===== src/hw/rtl/stbs_pkg.sv =====
// ----------------------------------------------------------------------------
// stbs_pkg
// Shared constants and controller/datapath types for the sorted table search.
// ----------------------------------------------------------------------------
package stbs_pkg;

    localparam int TABLE_DEPTH = 1024;
    localparam int KEY_W       = 30;
    localparam int ADDR_W      = $clog2(TABLE_DEPTH);
    localparam int POS_W       = 11;
    localparam int CNT_W       = 11;
    localparam int STATUS_W    = 2;

    localparam logic FUNC_LOAD   = 1'b0;
    localparam logic FUNC_SEARCH = 1'b1;

    localparam logic [STATUS_W-1:0] ST_LOADED  = 2'd0;
    localparam logic [STATUS_W-1:0] ST_FOUND   = 2'd1;
    localparam logic [STATUS_W-1:0] ST_MISSING = 2'd2;

    typedef struct packed {
        logic                init_search;
        logic                mem_wr;
        logic                probe;
        logic                step;
        logic                out_load;
        logic [STATUS_W-1:0] out_status;
    } stbs_cmd_t;

    typedef struct packed {
        logic empty;
        logic hit;
    } stbs_sts_t;

endpackage


===== src/hw/rtl/stbs_ctrl.sv =====
// ----------------------------------------------------------------------------
// stbs_ctrl
// Sequencer for load and search beats and the response valid flag.
// ----------------------------------------------------------------------------
module stbs_ctrl
    import stbs_pkg::*;
(
    input  logic      clk,
    input  logic      rst_n,
    input  logic      req_valid,
    input  logic      req_func,
    output logic      req_ready,
    output logic      rsp_valid,
    input  logic      rsp_ready,
    input  stbs_sts_t sts,
    output stbs_cmd_t cmd
);

    localparam logic [1:0] S_IDLE   = 2'd0;
    localparam logic [1:0] S_PROBE  = 2'd1;
    localparam logic [1:0] S_CMP    = 2'd2;
    localparam logic [1:0] S_FINISH = 2'd3;

    logic [1:0]          state_reg, state_next;
    logic [STATUS_W-1:0] pend_reg, pend_next;
    logic                valid_reg, valid_next;
    logic                out_free;

    assign out_free  = !valid_reg || rsp_ready;
    assign req_ready = (state_reg == S_IDLE);
    assign rsp_valid = valid_reg;

    always_comb
    begin
        state_next     = state_reg;
        pend_next      = pend_reg;
        cmd            = '0;
        cmd.out_status = pend_reg;
        case (state_reg)
            S_IDLE:
            begin
                if (req_valid)
                begin
                    if (req_func == FUNC_SEARCH)
                    begin
                        cmd.init_search = 1'b1;
                        state_next      = S_PROBE;
                    end
                    else
                    begin
                        cmd.mem_wr = 1'b1;
                        pend_next  = ST_LOADED;
                        state_next = S_FINISH;
                    end
                end
            end
            S_PROBE:
            begin
                if (sts.empty)
                begin
                    pend_next  = ST_MISSING;
                    state_next = S_FINISH;
                end
                else
                begin
                    cmd.probe  = 1'b1;
                    state_next = S_CMP;
                end
            end
            S_CMP:
            begin
                if (sts.hit)
                begin
                    pend_next  = ST_FOUND;
                    state_next = S_FINISH;
                end
                else
                begin
                    cmd.step   = 1'b1;
                    state_next = S_PROBE;
                end
            end
            S_FINISH:
            begin
                if (out_free)
                begin
                    cmd.out_load = 1'b1;
                    state_next   = S_IDLE;
                end
            end
            default:
            begin
                state_next = S_IDLE;
            end
        endcase
    end

    always_comb
    begin
        valid_next = valid_reg;
        if (rsp_ready)
        begin
            valid_next = 1'b0;
        end
        if (cmd.out_load)
        begin
            valid_next = 1'b1;
        end
    end

    always_ff @(posedge clk or negedge rst_n)
    begin
        if (!rst_n)
        begin
            state_reg <= S_IDLE;
            pend_reg  <= ST_LOADED;
            valid_reg <= 1'b0;
        end
        else
        begin
            state_reg <= state_next;
            pend_reg  <= pend_next;
            valid_reg <= valid_next;
        end
    end

endmodule


===== config.mk =====
export PLATFORM = sky130hd
export DESIGN_NAME = stbs_ctrl
export DESIGN_NICKNAME = d
export VERILOG_FILES = /design/src/hw/rtl/stbs_pkg.sv /design/src/hw/rtl/stbs_ctrl.sv
export SDC_FILE = /design/constraint.sdc
export NUM_CORES = 1
export LEC_CHECK = 0
export ABC_AREA = 0
export BUFFER_PORTS_ARGS = -buffer_cell sky130_fd_sc_hd__buf_2
export CAP_MARGIN = 20
export CORE_AREA = 2 2 39 41
export DETAILED_ROUTE_END_ITERATION = 12
export DIE_AREA = 0 0 41 43
export PLACE_DENSITY = 0.54
export SLEW_MARGIN = 5
export SYNTH_ARGS = -nofsm -noshare
export SYNTH_HDL_FRONTEND = slang
export SYNTH_SLANG_ARGS = --single-unit

===== constraint.sdc =====
create_clock -name clk -period 2.8 [get_ports clk]
set_input_delay 0.56 -clock clk [delete_from_list [all_inputs] [get_ports clk]]
set_output_delay 0.56 -clock clk [all_outputs]
set_load 0.05 [all_outputs]

==> flow_summary.json <==
{
  "vias_per_cell": 4.17,
  "setup_viol": 0,
  "coreArea_um2": 1380,
  "critical_path.max_stage_delay_ns": 0.57,
  "drv_cap": 0,
  "final_area_um2": 405,
  "start_kind": "flop",
  "yosys.area_share.simple": 0.394,
  "synth_top_cell_area_share": 0.398,
  "firstDrtPassIters": 2,
  "clk_path_buf_depth": 2,
  "io_buffers": 15,
  "grt_util_all_layers": 0.0796,
  "rr_startpoint": "state_reg[1]",
  "hp-class": "input port to asynchronous set/reset pin",
  "wirelength_um": 609,
  "gp_routability_congestion": 0.790,
  "ys_warn_count": 0,
  "yosys.area.top_type": "dfrtp_1",
  "grt_pass1_vias": 214,
  "worst_pin_slew_ns": 0.384,
  "grt_start_max_net_pins": 12,
  "clockRootBuffer": "clkbuf_4",
  "synth_area_um2": 314,
  "yosysSeqAreaShare": 0.398,
  "row_count": 14,
  "cts_sinks": 5,
  "ys_types": 18,
  "antennaDiodeCount": 0,
  "fillCellCount": 155,
  "ys_top_cells_by_area": "dfrtp_1 (40%), nor2b_4 (8.8%), buf_6 (7.2%)",
  "status": "completed",
  "ant_nets": 0,
  "die_h_um": 43,
  "fin_nets": 56,
  "seq_area_um2": 125,
  "synth_compound_area_frac": 0.112,
  "io_pins": 16,
  "crit_type": "flop to output port",
  "hold_viol_final": 0,
  "grt_overflow": 0,
  "ys_seq_elements": 5,
  "numCtsBuffers": 3,
  "dieWidth_um": 41,
  "syn-num-nets": 39,
  "synth_xor_area_frac": 0,
  "crit_chain": "nand2_1 > nor2b_2 > buf_2",
  "worstPathMaxFanout": 11,
  "layout_min_cycle_time_ns": 1.99,
  "wl_per_cell_um": 9.52,
  "drive_gt1_frac": 0.479,
  "avgSynthCellArea_um2": 9.81,
  "final.setup.tns_ns": 0,
  "htreeDepth": 1,
  "yosys.area_share.adder": 0,
  "first_iter_violations": 5,
  "post_cts_buffers": 0,
  "end_kind": "output port",
  "rsz0062_at_grt": "no",
  "crit_arrival_ns": 1.43,
  "skew_ns": 0.00416,
  "clkTransAtPathRegs_ns": 0.04,
  "critPathSlowestCell": "dfrtp_1",
  "crit_start": "state_reg[1]",
  "start_util": 0.227,
  "dp_cells": 60,
  "ctsHoldBuffers": 0,
  "cts_resized": 0,
  "period_share": 0.711,
  "cts_tree": "done",
  "reg2reg_slack_ns": 1.72,
  "synthCells": 32,
  "dr_total_vias": 267,
  "placed_area_um2": 379,
  "max-slew-margin-rel": 0.744,
  "drcViolationCount": 0,
  "required_ns": 2.24,
  "antenna_found_initial": 0,
  "slew_viol_final": 0,
  "die-area_um2": 1760,
  "multiInputGateArea_um2": 159,
  "stdcell_count": 64,
  "clock.fmax_mhz": 502,
  "areaGrowthSynthToFinish_pct": 29.1,
  "synth_top_family_by_area": "simple AND/OR/NAND/NOR gates",
  "clk_latency_ns": 0.24,
  "grt_pass1_wl_um": 848,
  "yosys-mux-area-fraction": 0,
  "fin_util": 0.293
}
==> stage by stage <==
step / setup WS, ns / hold WS, ns
floorplan: 0.488 / 0.264
global placement: 1.00 / 0.380
detailed placement: 1.00 / 0.380
CTS: 0.789 / 0.126
global route: 0.717 / 0.119
finish: 0.808 / 0.126
==> critical path, delay by kind of cell, from the launching register on <==
| kind | cells | cell delay (ns) |
|---|---|---|
| buffers and inverters | 1 | 0.29 |
| DFF | 1 | 0.57 |
| and+or+nand+nor | 2 | 0.34 |
==> placed cells by master (no fill, tap or decap), drive strengths merged <==
cell type   n
buf        15
nor2        2
nor2b       4
nor3b       2
and3        1
dfrtp       5
a211oi      1
nand2       4
a21boi      1
nand2b      2
clkbuf      4
nor3        3
o21ai       4
==> synthesized netlist by cell type <==
library cell	number
a211oi_1	1
a21boi_0	1
and3_1	1
buf_4	1
buf_6	2
dfrtp_1	5
nand2_1	4
nand2b_1	2
nor2_1	2
nor2b_1	1
nor2b_2	1
nor2b_4	2
nor3_1	2
nor3_2	1
nor3b_1	1
nor3b_2	1
o21ai_0	3
o21ai_1	1
==> cell families after synthesis <==
| kind of cell | after synthesis |
|---|---|
| AOI/OAI and AO/OA | 6 |
| DFF | 5 |
| and+or+nand+nor | 18 |
| buffers and inverters | 3 |
==> layout make-up <==
type / count / share of cell area
clock buffers: 4 / 0.0648
flip-flops and latches: 5 / 0.309
multi-input cells: 24 / 0.392
well taps: 16 / 0.0494
repair buffers: 15 / 0.185
==> routing by layer <==
| layer | up-vias | share of wire | track usage |
|---|---|---|---|
| li1 | 141 | - | - |
| met1 | 115 | 0.52 | 0.104 |
| met2 | 11 | 0.42 | 0.0813 |
| met3 | 0 | 0.061 | 0.0314 |
| met4 | 0 | 0 | 0.100 |
| met5 | - | 0 | 0 |
==> worst paths after layout <==
check | end | cells past startpoint
worst max register to register | state_reg[1] | 3
worst max-delay path | cmd[2] | 3
worst min-delay path | state_reg[1] | 1
min in group clk | rsp_valid | 2
worst min register to register | rsp_valid | 2
max in group asynchronous | rsp_valid | 1
Power is not shown: default switching activity piles up to over one toggle a cycle in this logic, so the estimate is an artifact.
